$ cat config.mk
export PLATFORM = sky130hd
export DESIGN_NAME = i2dec_mag
export DESIGN_NICKNAME = d
export VERILOG_FILES = /design/src/rtl/i2dec_pkg.sv /design/src/rtl/i2dec_mag.sv
export SDC_FILE = /design/constraint.sdc
export NUM_CORES = 1
export LEC_CHECK = 0
export BUFFER_PORTS_ARGS = -buffer_cell sky130_fd_sc_hd__buf_2
export CORE_MARGIN = 3
export CORE_UTILIZATION = 42
export DETAILED_ROUTE_END_ITERATION = 7
export PLACE_DENSITY = 0.77
export SYNTH_ARGS = -nofsm -noshare
export SYNTH_HDL_FRONTEND = slang
export SYNTH_SLANG_ARGS = --single-unit
$ cat constraint.sdc
create_clock -name clk_i -period 2.2 [get_ports clk_i]
set_input_delay 0.33 -clock clk_i [delete_from_list [all_inputs] [get_ports clk_i]]
set_output_delay 0.33 -clock clk_i [all_outputs]
set_load 0.02 [all_outputs]
$ cat src/rtl/i2dec_pkg.sv
// Shared constants and types for the signed integer to decimal text converter.
`default_nettype none

package i2dec_pkg;

  // Width of the signed input integer
  localparam int VALUE_WIDTH = 64;

  // Magnitude bits converted per pipeline stage
  localparam int STEP = 8;
  localparam int NUM_STAGES = (VALUE_WIDTH + STEP - 1) / STEP;
  localparam int MAG_W = NUM_STAGES * STEP;

  // Decimal digits of the largest magnitude, 2^(VALUE_WIDTH-1)
  localparam int NUM_DIGITS = ((VALUE_WIDTH - 1) * 30103) / 100000 + 1;
  localparam int BCD_W = 4 * NUM_DIGITS;
  localparam int IDX_W = $clog2(NUM_DIGITS);

  // Character codes
  localparam int CHAR_W = 6;
  localparam logic [CHAR_W-1:0] CHAR_ZERO = 6'd48;
  localparam logic [CHAR_W-1:0] CHAR_MINUS = 6'd45;

  // Item as it moves down the conversion pipeline
  typedef struct packed {
    logic             neg;
    logic [BCD_W-1:0] bcd;
    logic [MAG_W-1:0] bin;
  } dd_t;

endpackage

`default_nettype wire

$ cat src/rtl/i2dec_mag.sv
// Entry stage: split the signed input into sign and unsigned magnitude.
`default_nettype none

module i2dec_mag (
  input  wire logic                                   clk_i,
  input  wire logic                                   rst_ni,
  input  wire logic                                   valid_i,
  output logic                                        ready_o,
  input  wire logic signed [i2dec_pkg::VALUE_WIDTH-1:0] value_i,
  output logic                                        valid_o,
  input  wire logic                                   ready_i,
  output i2dec_pkg::dd_t                              data_o
);
  import i2dec_pkg::*;

  logic [VALUE_WIDTH-1:0] raw;
  logic [VALUE_WIDTH-1:0] mag;
  dd_t                    data_d;
  dd_t                    data_q;
  logic                   valid_q;

  // Negate in unsigned arithmetic so the most negative value stays exact
  always_comb begin
    raw = $unsigned(value_i);
    mag = raw[VALUE_WIDTH-1] ? (~raw + VALUE_WIDTH'(1)) : raw;
    data_d.neg = raw[VALUE_WIDTH-1];
    data_d.bcd = '0;
    data_d.bin = MAG_W'(mag);
  end

  assign ready_o = !valid_q || ready_i;

  // Hold valid across stalls
  always_ff @(posedge clk_i or negedge rst_ni) begin
    if (!rst_ni) begin
      valid_q <= 1'b0;
    end else if (ready_o) begin
      valid_q <= valid_i;
    end
  end

  // Capture payload when the stage advances
  always_ff @(posedge clk_i) begin
    if (ready_o) begin
      data_q <= data_d;
    end
  end

  assign valid_o = valid_q;
  assign data_o  = data_q;

endmodule

`default_nettype wire

Yosys cells after proc, flatten, opt, wreduce, memory -nomap -nowiden
Cells that the tools add are included.

Register bits after elaboration: 66. Logic and storage cells: 9.

$add $sub $neg: 1. Muxes and demuxes: 1. Bitwise operators: 1. Reductions and logical operators: 2.

Operators by type and width (number): 64-bit by 1-bit adder with 64-bit output (second input constant) (1); 64-bit NOT (1); 63-bit two-way mux (1); 1-bit logical NOT (1); 1-bit logical OR (1).

Logic depth before layout (Yosys ltp)
Depth after elaboration: 3. Mapped depth: 8. Depth with buffers taken out: 7.

Worst setup path after synthesis
OpenSTA, ideal clock, no wires.

Path kind: reg2reg. From: register valid_q, in the netlist valid_o. To: register data_q, in the netlist data_o[0], enable pin. Arrival time: 2.123 ns. Required time: 1.758 ns. Setup slack: -0.365 ns. Stages on the path, launching flop included: 2. Path buffers: 0. Path through: dfrtp_1 nand2b_1.

Word-level cells in the longest chain between the ends: 2.

Ends and longest elaborated chain: from (decl) (RTL line i2dec_mag.sv:20) `logic valid_q;`; from (signal assigned) (RTL line i2dec_mag.sv:38) `valid_q <= valid_i;`; 1-bit logical NOT (RTL line i2dec_mag.sv:31) `assign ready_o = !valid_q || ready_i;`; 1-bit logical OR (RTL line i2dec_mag.sv:31); net ready_o (RTL line i2dec_mag.sv:8) `output logic ready_o,`; to (signal assigned) (RTL line i2dec_mag.sv:45) `data_q <= data_d;`; to (decl) (RTL line i2dec_mag.sv:19) `dd_t data_q;`.

The timed path passes the listed nets, and every way through them passes these cells. A chain may end at the register's enable or synchronous reset.

Final worst setup path
From: input port value_i[39] (netlist name). To: register data_q, in the netlist data_o[62] (data pin).

Word-level cells in the longest chain between the ends: 3.

Ends and longest elaborated chain: from (decl) (RTL line i2dec_mag.sv:9) `input wire logic signed [i2dec_pkg::VALUE_WIDTH-1:0] value_i,`; 64-bit NOT (RTL line i2dec_mag.sv:25) `mag = raw[VALUE_WIDTH-1] ? (~raw + VALUE_WIDTH'(1)) : raw;`; 64-bit by 1-bit adder with 64-bit output (RTL line i2dec_mag.sv:25); 63-bit two-way mux (RTL line i2dec_mag.sv:25); net mag[62] (RTL line i2dec_mag.sv:17) `logic [VALUE_WIDTH-1:0] mag;`.

The timed path passes the listed nets, and every way through them passes these cells.

==> out/metrics.csv <==
stage,metric,value,unit
status,status,finished with violations,
status,violated checks,setup timing,
route,final WL,10.7,mm
route,Vias per Instance,4.82,
logic_synthesis,post-synthesis cell area,0.00409,mm^2
worst_setup_path,critical path peak fanout,7,
worst_hold_path,hold path cells,2,
timing,RSZ-0062 raised after global routing,yes,
job,maxcap violations,0,
die,Die Wd,105,um
final_layout,layout cells sized above 1,44.2,%
grt,number of global-route vias before repair,3332,
worst_setup_path,CP Capture Point,data_o[62]$_DFFE_PP_,
timing,Achievable Freq,452,MHz
logic_synthesis,#FFs+latches synth,66,
timing,Setup Viol. Count Final,2,
power,PD cells,609,mW/mm^2
route,"antenna viol nets, final",0,
die,# rows,35,
die,Die H,105,um
die,Die ar.,0.0110,mm^2
route,first drt pass iteration count,5,
power,Tot Pwr,3.38,mW
clock_tree,H-tree depth,3,
logic_synthesis,post-synthesis average cell area,11.1,um^2
worst_setup_path,required time of the critical path,2.28,ns
power,Max rail drop VDD,306,uV
grt,GRT overflow,0,
worst_setup_path,critical setup path kind,in -> reg,
route,DRC Markers,0,
route,vias post-DR,3425,
worst_setup_path,worst-case reg-to-reg path depth,2,
logic_synthesis,Yosys warnings,0,
clock_tree,clk sinks,66,
worst_setup_path,worst path arrival time,2.29,ns
final_layout,Layout area overhead,35.7,%
grt,largest net degree at the start of global routing,66,
place,HPWL after DPL,8.34,mm
timing,post-layout min period,2.21,ns
worst_setup_path,r2r setup slk,0.89,ns
final_layout,design area,0.00555,mm^2
worst_hold_path,worst min path class,in -> reg,
final_layout,"commonest non-fill, non-tap cell in the layout",buf_2,
clock_tree,clock root buffer,clkbuf_8,
final_layout,antenna diode count,0,
grt,Tot GR Track Use,18.8,%
worst_setup_path,RR Endpoint,data_o[10]$_DFFE_PP_,
final_layout,"commonest cells after routing, fill and taps aside","buf_2, conb_1, buf_4",
worst_setup_path,Worst setup startpoint,value_i[39],
place,placed cell areas,0.00526,mm^2
clock_tree,number of CTS-inserted buffers,9,
place,RD Place Congestion,0.864,
route,drt wl/cell,15.1,um
route,Iteration-0 DRC Markers,230,
grt,antenna violations before repair,0,
power,Pleak,2.32,nW
grt,wire length of the first global-routing pass,16.3,mm
logic_synthesis,"Seq/Total Area, Yosys",48.3,%
clock_tree,clk slew on worst S/H paths,0.06,ns
clock_tree,clock buffer depth,2,
worst_setup_path,FF-to-FF Start,valid_o$_DFFE_PN0P_,
final_layout,fin nets,647,
die,boundary pin count,211,
place,PortBufs,134,
worst_setup_path,Worst setup EP type,flip-flop,
worst_setup_path,startpoint types,input pin,
die,Initial Util,43.7,%
timing,worst setup margin,-0.0102,ns
timing,skew final,0.0119,ns
clock_tree,CTS tree,done,
timing,post-route clock period utilization,100,%
timing,Final Slew Violations,0,
logic_synthesis,cells after synthesis,367,
logic_synthesis,Synth cell types,31,
timing,final hold violation count,0,
die,core area,0.00937,mm^2
clock_tree,Clock Latency Late Sink,0.35,ns
-- per-layer routing --
layer	part of all wire, %	track usage (%)	vias to the layer above
met1	38	21.2	1599
met3	10	5.56	27
met5	0	0	-
met4	2.6	7.87	0
li1	-	-	1603
met2	49	32.9	196
-- cell families (layout without fill, tap and decap cells) --
logic type / after synthesis / count (layout) / share of synthesized area [%]
and+or+nand+nor: 100 / 100 / 13.9
buffers and inverters: 89 / 229 / 15.4
DFF: 66 / 66 / 48.3
xor gates and xnor gates: 61 / 61 / 13.1
AOI/OAI and AO/OA: 49 / 49 / 8.96
adders and majority gates: 1 / 1 / 0.306
other: 1 / 76 / 0.0917
-- stage by stage --
stage | std cells | hold slack, ns | util, % | TNS [ns] | setup WS [ns]
floorplan | 442 | 0.0344 | - | -2.62 | -0.260
global placement | 694 | 0.105 | 56.1 | -9.28 | -0.407
detailed placement | 694 | 0.109 | 56.1 | -11.10 | -0.488
CTS | 710 | 0.179 | 58.5 | 0 | 0.00629
global route | 711 | 0.180 | 59.3 | -0.147 | -0.0425
finish | 711 | 0.187 | 59.3 | -0.0143 | -0.0102
-- final cells by class --
| class | instances | area (um^2) |
|---|---|---|
| clock inverter | 5 | 46.3 |
| sequential | 66 | 1980 |
| inverter | 2 | 7.51 |
| fill | 779 | 3820 |
| clock buffer | 10 | 128 |
| multi-input combinational | 287 | 1930 |
| tap | 129 | 161 |
| timing repair buffer | 212 | 1310 |
-- worst max-delay path, stage by stage --
cell and delay (ns):
buf_2 0.11, or4_4 0.54, or2_4 0.25, or4_4 0.51
o41ai_1 0.44, xnor2_1 0.11
-- sequential cells by signal, indices dropped and copies added (netlist names) --
| signal | count |
|---|---|
| valid_o | 1 |
| data_o | 65 |
-- synthesized netlist by cell type --
master,instances,area share (%)
buf_4,76,14
buf_6,1,0.28
nand2b_1,8,1.2
o21ai_0,15,1.8
nand3_1,8,0.98
and2_1,2,0.31
conb_1,1,0.092
or3_1,15,2.3
or4_4,2,0.55
and3_1,1,0.15
buf_2,1,0.12
or2_4,1,0.21
or4b_1,1,0.24
inv_1,2,0.18
o41ai_2,3,1.2
nand4_1,3,0.46
or2_2,3,0.46
clkbuf_1,9,0.83
nor3b_1,1,0.18
nor4_4,1,0.52
nor4_1,7,1.1
ha_1,1,0.31
dfrtp_1,1,0.61
o41ai_1,8,1.7
edfxtp_1,65,48
nor3_1,7,0.86
nand2_1,22,2.0
or4_1,8,1.5
o31ai_1,23,4.2
nor2_1,10,0.92
xnor2_1,61,13
-- report_power, final --
part	internal [mW]	total, mW	switching, mW
combinational	0.307	0.861	0.554
sequential	1.55	1.58	0.0353
clock	0.504	0.939	0.435
total	2.36	3.38	1.02
-- how the worst min path moves through the flow --
stage,endpoint,slack (ns),startpoint
after floorplan,valid_o$_DFFE_PN0P_,0.03,rst_ni
after global placement,valid_o$_DFFE_PN0P_,0.10,rst_ni
after detailed placement,valid_o$_DFFE_PN0P_,0.11,rst_ni
after CTS,valid_o$_DFFE_PN0P_,0.18,valid_i
after global routing,valid_o$_DFFE_PN0P_,0.18,valid_i
final,valid_o$_DFFE_PN0P_,0.19,valid_i
-- what timing repair did --
| action | CTS | global route |
|---|---|---|
| hold endpoints to repair | 1 | 0 |
| pin swaps | 2 | 4 |
| setup endpoints to repair | 10 | 19 |
| gates resized for setup | 8 | 13 |
| hold buffers | 1 | 0 |
| buffers inserted | 0 | 1 |
No activity file was read; power rests on OpenSTA's default activity.
