==> src/rtl/i2dec_pkg.sv <==
// Shared constants and types for the signed integer to decimal text converter.
`default_nettype none

package i2dec_pkg;

  // Width of the signed input integer
  localparam int VALUE_WIDTH = 64;

  // Magnitude bits converted per pipeline stage
  localparam int STEP = 8;
  localparam int NUM_STAGES = (VALUE_WIDTH + STEP - 1) / STEP;
  localparam int MAG_W = NUM_STAGES * STEP;

  // Decimal digits of the largest magnitude, 2^(VALUE_WIDTH-1)
  localparam int NUM_DIGITS = ((VALUE_WIDTH - 1) * 30103) / 100000 + 1;
  localparam int BCD_W = 4 * NUM_DIGITS;
  localparam int IDX_W = $clog2(NUM_DIGITS);

  // Character codes
  localparam int CHAR_W = 6;
  localparam logic [CHAR_W-1:0] CHAR_ZERO = 6'd48;
  localparam logic [CHAR_W-1:0] CHAR_MINUS = 6'd45;

  // Item as it moves down the conversion pipeline
  typedef struct packed {
    logic             neg;
    logic [BCD_W-1:0] bcd;
    logic [MAG_W-1:0] bin;
  } dd_t;

endpackage

`default_nettype wire

==> src/rtl/i2dec_dabble.sv <==
// One double-dabble stage: shift STEP magnitude bits into the BCD digits.
`default_nettype none

module i2dec_dabble (
  input  wire logic           clk_i,
  input  wire logic           rst_ni,
  input  wire logic           valid_i,
  output logic                ready_o,
  input  wire i2dec_pkg::dd_t data_i,
  output logic                valid_o,
  input  wire logic           ready_i,
  output i2dec_pkg::dd_t      data_o
);
  import i2dec_pkg::*;

  logic [BCD_W-1:0] bcd;
  logic [MAG_W-1:0] bin;
  dd_t              data_d;
  dd_t              data_q;
  logic             valid_q;

  // Add 3 to every digit of five or more, then shift in the next bit
  always_comb begin
    bcd = data_i.bcd;
    bin = data_i.bin;
    for (int s = 0; s < STEP; s++) begin
      for (int k = 0; k < NUM_DIGITS; k++) begin
        if (bcd[4*k +: 4] >= 4'd5) begin
          bcd[4*k +: 4] = bcd[4*k +: 4] + 4'd3;
        end
      end
      bcd = {bcd[BCD_W-2:0], bin[MAG_W-1]};
      bin = {bin[MAG_W-2:0], 1'b0};
    end
    data_d.neg = data_i.neg;
    data_d.bcd = bcd;
    data_d.bin = bin;
  end

  assign ready_o = !valid_q || ready_i;

  // Hold valid across stalls
  always_ff @(posedge clk_i or negedge rst_ni) begin
    if (!rst_ni) begin
      valid_q <= 1'b0;
    end else if (ready_o) begin
      valid_q <= valid_i;
    end
  end

  // Capture payload when the stage advances
  always_ff @(posedge clk_i) begin
    if (ready_o) begin
      data_q <= data_d;
    end
  end

  assign valid_o = valid_q;
  assign data_o  = data_q;

endmodule

`default_nettype wire

==> config.mk <==
export PLATFORM = sky130hd
export DESIGN_NAME = i2dec_dabble
export DESIGN_NICKNAME = d
export VERILOG_FILES = /design/src/rtl/i2dec_pkg.sv /design/src/rtl/i2dec_dabble.sv
export SDC_FILE = /design/constraint.sdc
export NUM_CORES = 1
export LEC_CHECK = 0
export ABC_CLOCK_PERIOD_IN_PS = 5200
export BUFFER_PORTS_ARGS = -buffer_cell sky130_fd_sc_hd__clkbuf_2
export CAP_MARGIN = 20
export CORE_MARGIN = 5
export CORE_UTILIZATION = 55
export DETAILED_ROUTE_END_ITERATION = 7
export GPL_ROUTABILITY_DRIVEN = 0
export HOLD_SLACK_MARGIN = 0.03
export MAX_ROUTING_LAYER = met4
export PLACE_DENSITY = 0.84
export REMOVE_ABC_BUFFERS = 1
export SYNTH_ARGS = -nofsm -noshare
export SYNTH_HDL_FRONTEND = slang
export SYNTH_SLANG_ARGS = --single-unit
==> constraint.sdc <==
create_clock -name clk_i -period 5.2 [get_ports clk_i]
set_clock_uncertainty 0.15 [all_clocks]
set_input_delay 0.26 -clock clk_i [delete_from_list [all_inputs] [get_ports clk_i]]
set_output_delay 0.26 -clock clk_i [all_outputs]
set_load 0.05 [all_outputs]
==> impl_summary.log, run 1 <==
[metrics] initial cell density of the core: 55.6%
[metrics] residual overflow from global routing: 187
[metrics] status: did not finish
[metrics] synthesized cell area: 24000 um2
[metrics] error text reported by the tool: [ERROR GRT-0116] Global routing finished with congestion. Check the congestion regions in the DRC Viewer.
[metrics] Vert. Die Dim: 219 um
[metrics] Root Driver: sky130_fd_sc_hd__clkbuf_16
[metrics] number of enable flip-flop cells after synthesis: 133
[metrics] Max H-tree Level: 4
[metrics] die width: 219 um
[metrics] Yosys reg bits: 134
[metrics] sequential fraction of the synthesis area: 16.8%
[metrics] prevailing post-synth register cell: sky130_fd_sc_hd__edfxtp_1
[metrics] warnings from Yosys: 0
[metrics] number of different library cells in the post-synthesis netlist: 139
[metrics] Core Rows: 76
[metrics] total CTS buffers: 17
[metrics] last stage reached: 5_1_grt
[metrics] Top-Level Pins: 288
[metrics] count of input and output buffers: 279
[metrics] HPWL Detailed: 69500 um
[metrics] post-synthesis cell count: 3233
[metrics] number of global-route vias before repair: 47900
[metrics] Sink Count: 134
[metrics] Placed Cells: 5185
[metrics] CTS Buffer Depth: 2
[metrics] largest net degree at the start of global routing: 59
[metrics] wire length of the first global-routing pass: 285000 um
[metrics] Total Routing Usage GR: 76.8%
[metrics] post-synthesis async set-or-reset flop share: 0.746%
[metrics] post-synthesis average cell area: 7.41 um2
## cells in the mapped netlist, drive strengths merged (19+ instances only)
| master | instances | area share, % |
|---|---|---|
| and3 | 30 | 0.84 |
| a2bb2oi | 19 | 0.72 |
| nand2 | 291 | 4.6 |
| edfxtp | 133 | 17 |
| mux2i | 82 | 3.5 |
| ha | 114 | 6.0 |
| a22o | 20 | 0.73 |
| o211ai | 69 | 2.3 |
| nor2b | 48 | 1.3 |
| a211o | 41 | 1.5 |
| a221oi | 21 | 0.82 |
| nor4 | 24 | 0.68 |
| a31oi | 43 | 1.1 |
| o32ai | 20 | 0.79 |
| inv | 174 | 2.7 |
| or3 | 49 | 1.3 |
| a22oi | 30 | 1.0 |
| o21bai | 35 | 1.1 |
| clkbuf | 88 | 1.4 |
| o221ai | 19 | 0.69 |
| mux2 | 57 | 2.7 |
| nor2 | 288 | 4.5 |
| xor2 | 24 | 0.99 |
| and2 | 63 | 1.7 |
| a211oi | 86 | 2.9 |
| xnor2 | 53 | 2.1 |
| buf | 29 | 0.83 |
| nor3 | 112 | 2.4 |
| o31ai | 24 | 0.77 |
| o21ai | 260 | 5.6 |
| o21a | 44 | 1.4 |
| o22ai | 50 | 1.4 |
| a21oi | 250 | 5.3 |
| a21boi | 20 | 0.66 |
| or2 | 51 | 1.3 |
| o211a | 26 | 1.1 |
| a21o | 33 | 1.0 |
| nand2b | 65 | 1.7 |
| nand3 | 94 | 2.0 |
## per-layer routing
metal  GRT overflow  track usage, %
met5              -               -
met4             68            79.2
met1              2            71.6
met3              3            60.3
met2            114            94.2
## cells by family after synthesis
logic type      synth area share, %
compound gates                 38.1
xor+xnor                       3.11
fa+ha+maj                      6.66
buf+inv                        4.95
flops                          16.8
mux                            6.18
other cells                  0.0157
simple gates                   24.2
## stage by stage
stage / hold WS (ns) / setup slack [ns] / cell area (um2) / setup TNS [ns] / utilization, %
floorplan: -0.186 / -1.87 / 23500 / -76.86 / -
global placement: -0.113 / -1.10 / 34600 / -55.50 / 80.3
detailed placement: -0.115 / -1.67 / 34600 / -82.63 / 80.3
CTS: 0.0436 / -0.284 / 40600 / -3.72 / 94.2
## what timing repair did
item / CTS
gates cloned: 2
gates resized for setup: 748
hold buffers: 61
buffers inserted: 219
pin swaps: 387
setup endpoints to repair: 71
endpoints found under the hold margin: 60
==> run 2, diff against run 1 <==
--- a/config.mk
+++ b/config.mk
@@ -9,12 +9,10 @@
 export BUFFER_PORTS_ARGS = -buffer_cell sky130_fd_sc_hd__clkbuf_2
 export CAP_MARGIN = 20
 export CORE_MARGIN = 5
-export CORE_UTILIZATION = 55
+export CORE_UTILIZATION = 40
 export DETAILED_ROUTE_END_ITERATION = 7
 export GPL_ROUTABILITY_DRIVEN = 0
-export HOLD_SLACK_MARGIN = 0.03
-export MAX_ROUTING_LAYER = met4
-export PLACE_DENSITY = 0.84
+export PLACE_DENSITY_LB_ADDON = 0.15
 export REMOVE_ABC_BUFFERS = 1
 export SYNTH_ARGS = -nofsm -noshare
 export SYNTH_HDL_FRONTEND = slang
==> run 2 against run 1 <==
  * The flow now finishes, with violations (setup timing)
  * Synthesized cell count unchanged
  * Area after synthesis is the same
==> impl_summary.log, run 2 <==
[metrics] core area: 59100 um2
[metrics] Min-Delay Path Class: input port to flop
[metrics] number of nets with antenna violations after detailed routing: 0
[metrics] Total Routing Usage GR: 23.9%
[metrics] unrepaired setup endpoints after global routing: yes
[metrics] worst-path maximum fanout: 3
[metrics] clock period minus worst slack: 5.50 ns
[metrics] hold slack final: 0.0939 ns
[metrics] data arrival at the endpoint of the critical path: 5.56 ns
[metrics] P&R area growth vs syn: 86.2%
[metrics] Achievable Freq: 182 MHz
[metrics] Yosys reg bits: 134 (unchanged)
[metrics] kind of end point of the critical path: flop
[metrics] Finished Core Util: 75.4%
[metrics] total CTS buffers: 17 (unchanged)
[metrics] status: finished, violations left
[metrics] routed via count: 32400
[metrics] CTS tree: built
[metrics] wire length per cell: 15.9 um
[metrics] initial cell density of the core: 40.5% (-15 points)
[metrics] area taken by multi-input logic gates: 24000 um2
[metrics] sequential fraction of the synthesis area: 16.8% (unchanged)
[metrics] number of global-route vias before repair: 29900
[metrics] met3 global-route usage: 2.80%
[metrics] synthesized cell area: 24000 um2 (unchanged)
[metrics] data required time at the worst endpoint: 5.26 ns
[metrics] count of input and output buffers: 279 (unchanged)
[metrics] die area: 64900 um2
[metrics] Synth top area share: 16.7% (unchanged)
[metrics] largest cells by area after synthesis: sky130_fd_sc_hd__edfxtp_1, sky130_fd_sc_hd__ha_1, sky130_fd_sc_hd__a21oi_1
[metrics] Most Crowded Layer GR: met2
[metrics] most frequent standard cell in the layout excluding fill and tap cells: sky130_fd_sc_hd__buf_4
[metrics] DR pass1 iterations: 5
[metrics] type of the setup path with the least slack: input port to flop
[metrics] part of the cycle the worst path needs: 106%
[metrics] residual overflow from global routing: 0
[metrics] slowest stage delay, CP: 0.40 ns
[metrics] routed wire length: 92800 um
[metrics] warnings from Yosys: 0 (unchanged)
[metrics] later-pin clock latency in the skew report: 0.46 ns
[metrics] total non-filler cell area in the finished layout: 44600 um2
[metrics] Sink Count: 134 (unchanged)
[metrics] Top Family by Delay on Critical Path: compound AO/OA/AOI/OAI gates
[metrics] met2 usage: 43.9%
[metrics] die width: 255 um (+16%)
[metrics] Hold Violations, Final: 0
[metrics] post-synthesis cell count: 3233 (unchanged)
[metrics] wire length of the first global-routing pass: 135000 um
[metrics] ratio of routed vias to standard cells: 5.57
[metrics] top cell type by total area after synthesis: sky130_fd_sc_hd__edfxtp_1
[metrics] slowest CP cell: sky130_fd_sc_hd__a2111oi_4
[metrics] number of enable flip-flop cells after synthesis: 133 (unchanged)
[metrics] fraction of final layout cells sized beyond drive strength 1: 57.7%
[metrics] Worst Setup Start Kind: input port
[metrics] count of buffer and inverter cells on the critical path: 6
[metrics] HPWL Detailed: 60100 um (-14%)
[metrics] final routed DRC violation total: 0
[metrics] routing usage on met1: 29.8%
[metrics] Finished Layout Cells: 5825
[metrics] Sequential cell area: 4020 um2
[metrics] CTS Buffer Depth: 2 (unchanged)
[metrics] prevailing post-synth register cell: sky130_fd_sc_hd__edfxtp_1
[metrics] cell area after placement: 35200 um2 (+1.7%)
[metrics] post-synthesis async set-or-reset flop share: 0.746% (unchanged)
[metrics] violated checks: setup timing
[metrics] layout filler cell count: 4062
[metrics] number of flip-flops in the largest register: 133
[metrics] Top-Level Pins: 288 (unchanged)
[metrics] number of different library cells in the post-synthesis netlist: 139 (unchanged)
[metrics] Vert. Die Dim: 255 um (+16%)
[metrics] Iteration-0 DRC Markers: 1659
[metrics] final setup violation count: 60
[metrics] number of nets in the layout: 5296
[metrics] Placed Cells: 5420 (+4.5%)
[metrics] actual slew at the worst max-slew pin: 0.747 ns
[metrics] leading cell types by count after synthesis: sky130_fd_sc_hd__nand2_1, sky130_fd_sc_hd__nor2_1, sky130_fd_sc_hd__a21oi_1, sky130_fd_sc_hd__o21ai_0, sky130_fd_sc_hd__inv_1
[metrics] number of maximum-capacitance violations: 0
[metrics] final setup slack of the worst path: -0.297 ns
[metrics] count leader, synth: sky130_fd_sc_hd__nand2_1
[metrics] Root Driver: sky130_fd_sc_hd__clkbuf_16
[metrics] most frequent cell on the critical path: sky130_fd_sc_hd__ha_4
[metrics] Core Rows: 89 (+17%)
[metrics] Slew headroom: 48.9%
[metrics] number of antenna violations at the first check in global routing: 3
[metrics] post-synthesis average cell area: 7.41 um2 (unchanged)
[metrics] most frequent cells in the layout: sky130_fd_sc_hd__buf_4, sky130_fd_sc_hd__clkbuf_2, sky130_fd_sc_hd__nand2_1
[metrics] CTS clock-pin slew for the worst setup and hold paths: 0.06 ns
[metrics] pins over their slew limit: 0
[metrics] Max H-tree Level: 4 (unchanged)
[metrics] largest net degree at the start of global routing: 59
==> run 2: cell counts after synthesis <==
Identical to the previous run, type by type.
==> run 2: final cells by class <==
type / count / share of cell area, %
clock inverters: 14 / 0.264
clock buffers: 18 / 0.962
well taps: 773 / 2.17
repair buffers: 1895 / 32.0
flip-flops and latches: 134 / 9.01
diodes: 2 / 0.0112
inverters: 175 / 1.71
multi-input cells: 2814 / 53.8
==> run 2: repair_timing <==
item                                    CTS  global route
endpoints found under the hold margin    60             0
pin swaps                               290           426
buffers inserted                        178           155
resized for setup                       621           806
endpoints found under the setup margin   71            71
hold buffers                             61             0
cloned                                    0             0
==> run 2: worst min-delay path: stages <==
cell	delay (ns)
sky130_fd_sc_hd__clkbuf_2	0.19
sky130_fd_sc_hd__a222oi_1	0.10
sky130_fd_sc_hd__inv_1	0.06
==> run 2: path summary, 6_finish.rpt <==
check,start,end,slack (ns),depth (start not counted)
max in group asynchronous,rst_ni,valid_o$_DFFE_PN0P_,4.27,3
hold reg to reg,valid_o$_DFFE_PN0P_,data_o[108]$_DFFE_PP_,0.84,1
setup / recovery,data_i[125],data_o[130]$_DFFE_PP_,-0.30,31
hold / removal,data_i[58],data_o[65]$_DFFE_PP_,0.09,3
setup reg to reg,valid_o$_DFFE_PN0P_,data_o[81]$_DFFE_PP_,3.10,2
min in group asynchronous,rst_ni,valid_o$_DFFE_PN0P_,0.52,3
==> run 2: cell families (layout without fill, tap and decap cells) <==
logic type                 count (synthesis)  in the layout  share of synthesized area [%]
DFF                                      134            134                           16.8
adders and majority gates                131            131                           6.66
buffers and inverters                    292           2102                           4.95
other                                      1             10                         0.0157
muxes                                    139            139                           6.18
and+or+nand+nor                         1177           1177                           24.2
AOI/OAI and AO/OA                       1282           1282                           38.1
xor gates and xnor gates                  77             77                           3.11
==> run 2: metrics by stage <==
stage | setup TNS (ns) | setup WS (ns)
global placement | -60.81 | -1.18
detailed placement | -68.50 | -1.36
global route | -23.70 | -0.593
finish | -9.20 | -0.297
CTS | -1.34 | -0.175
floorplan | -76.86 | -1.87
==> run 2: per-layer routing <==
metal	share of wire, %	up-vias
met5	0.014	-
met4	2.3	2
met2	53	705
met3	3.2	182
met1	42	15500
li1	-	16100
Power of run 2 is not shown: default switching activity piles up to over one toggle a cycle in this logic, so the estimate is an artifact.
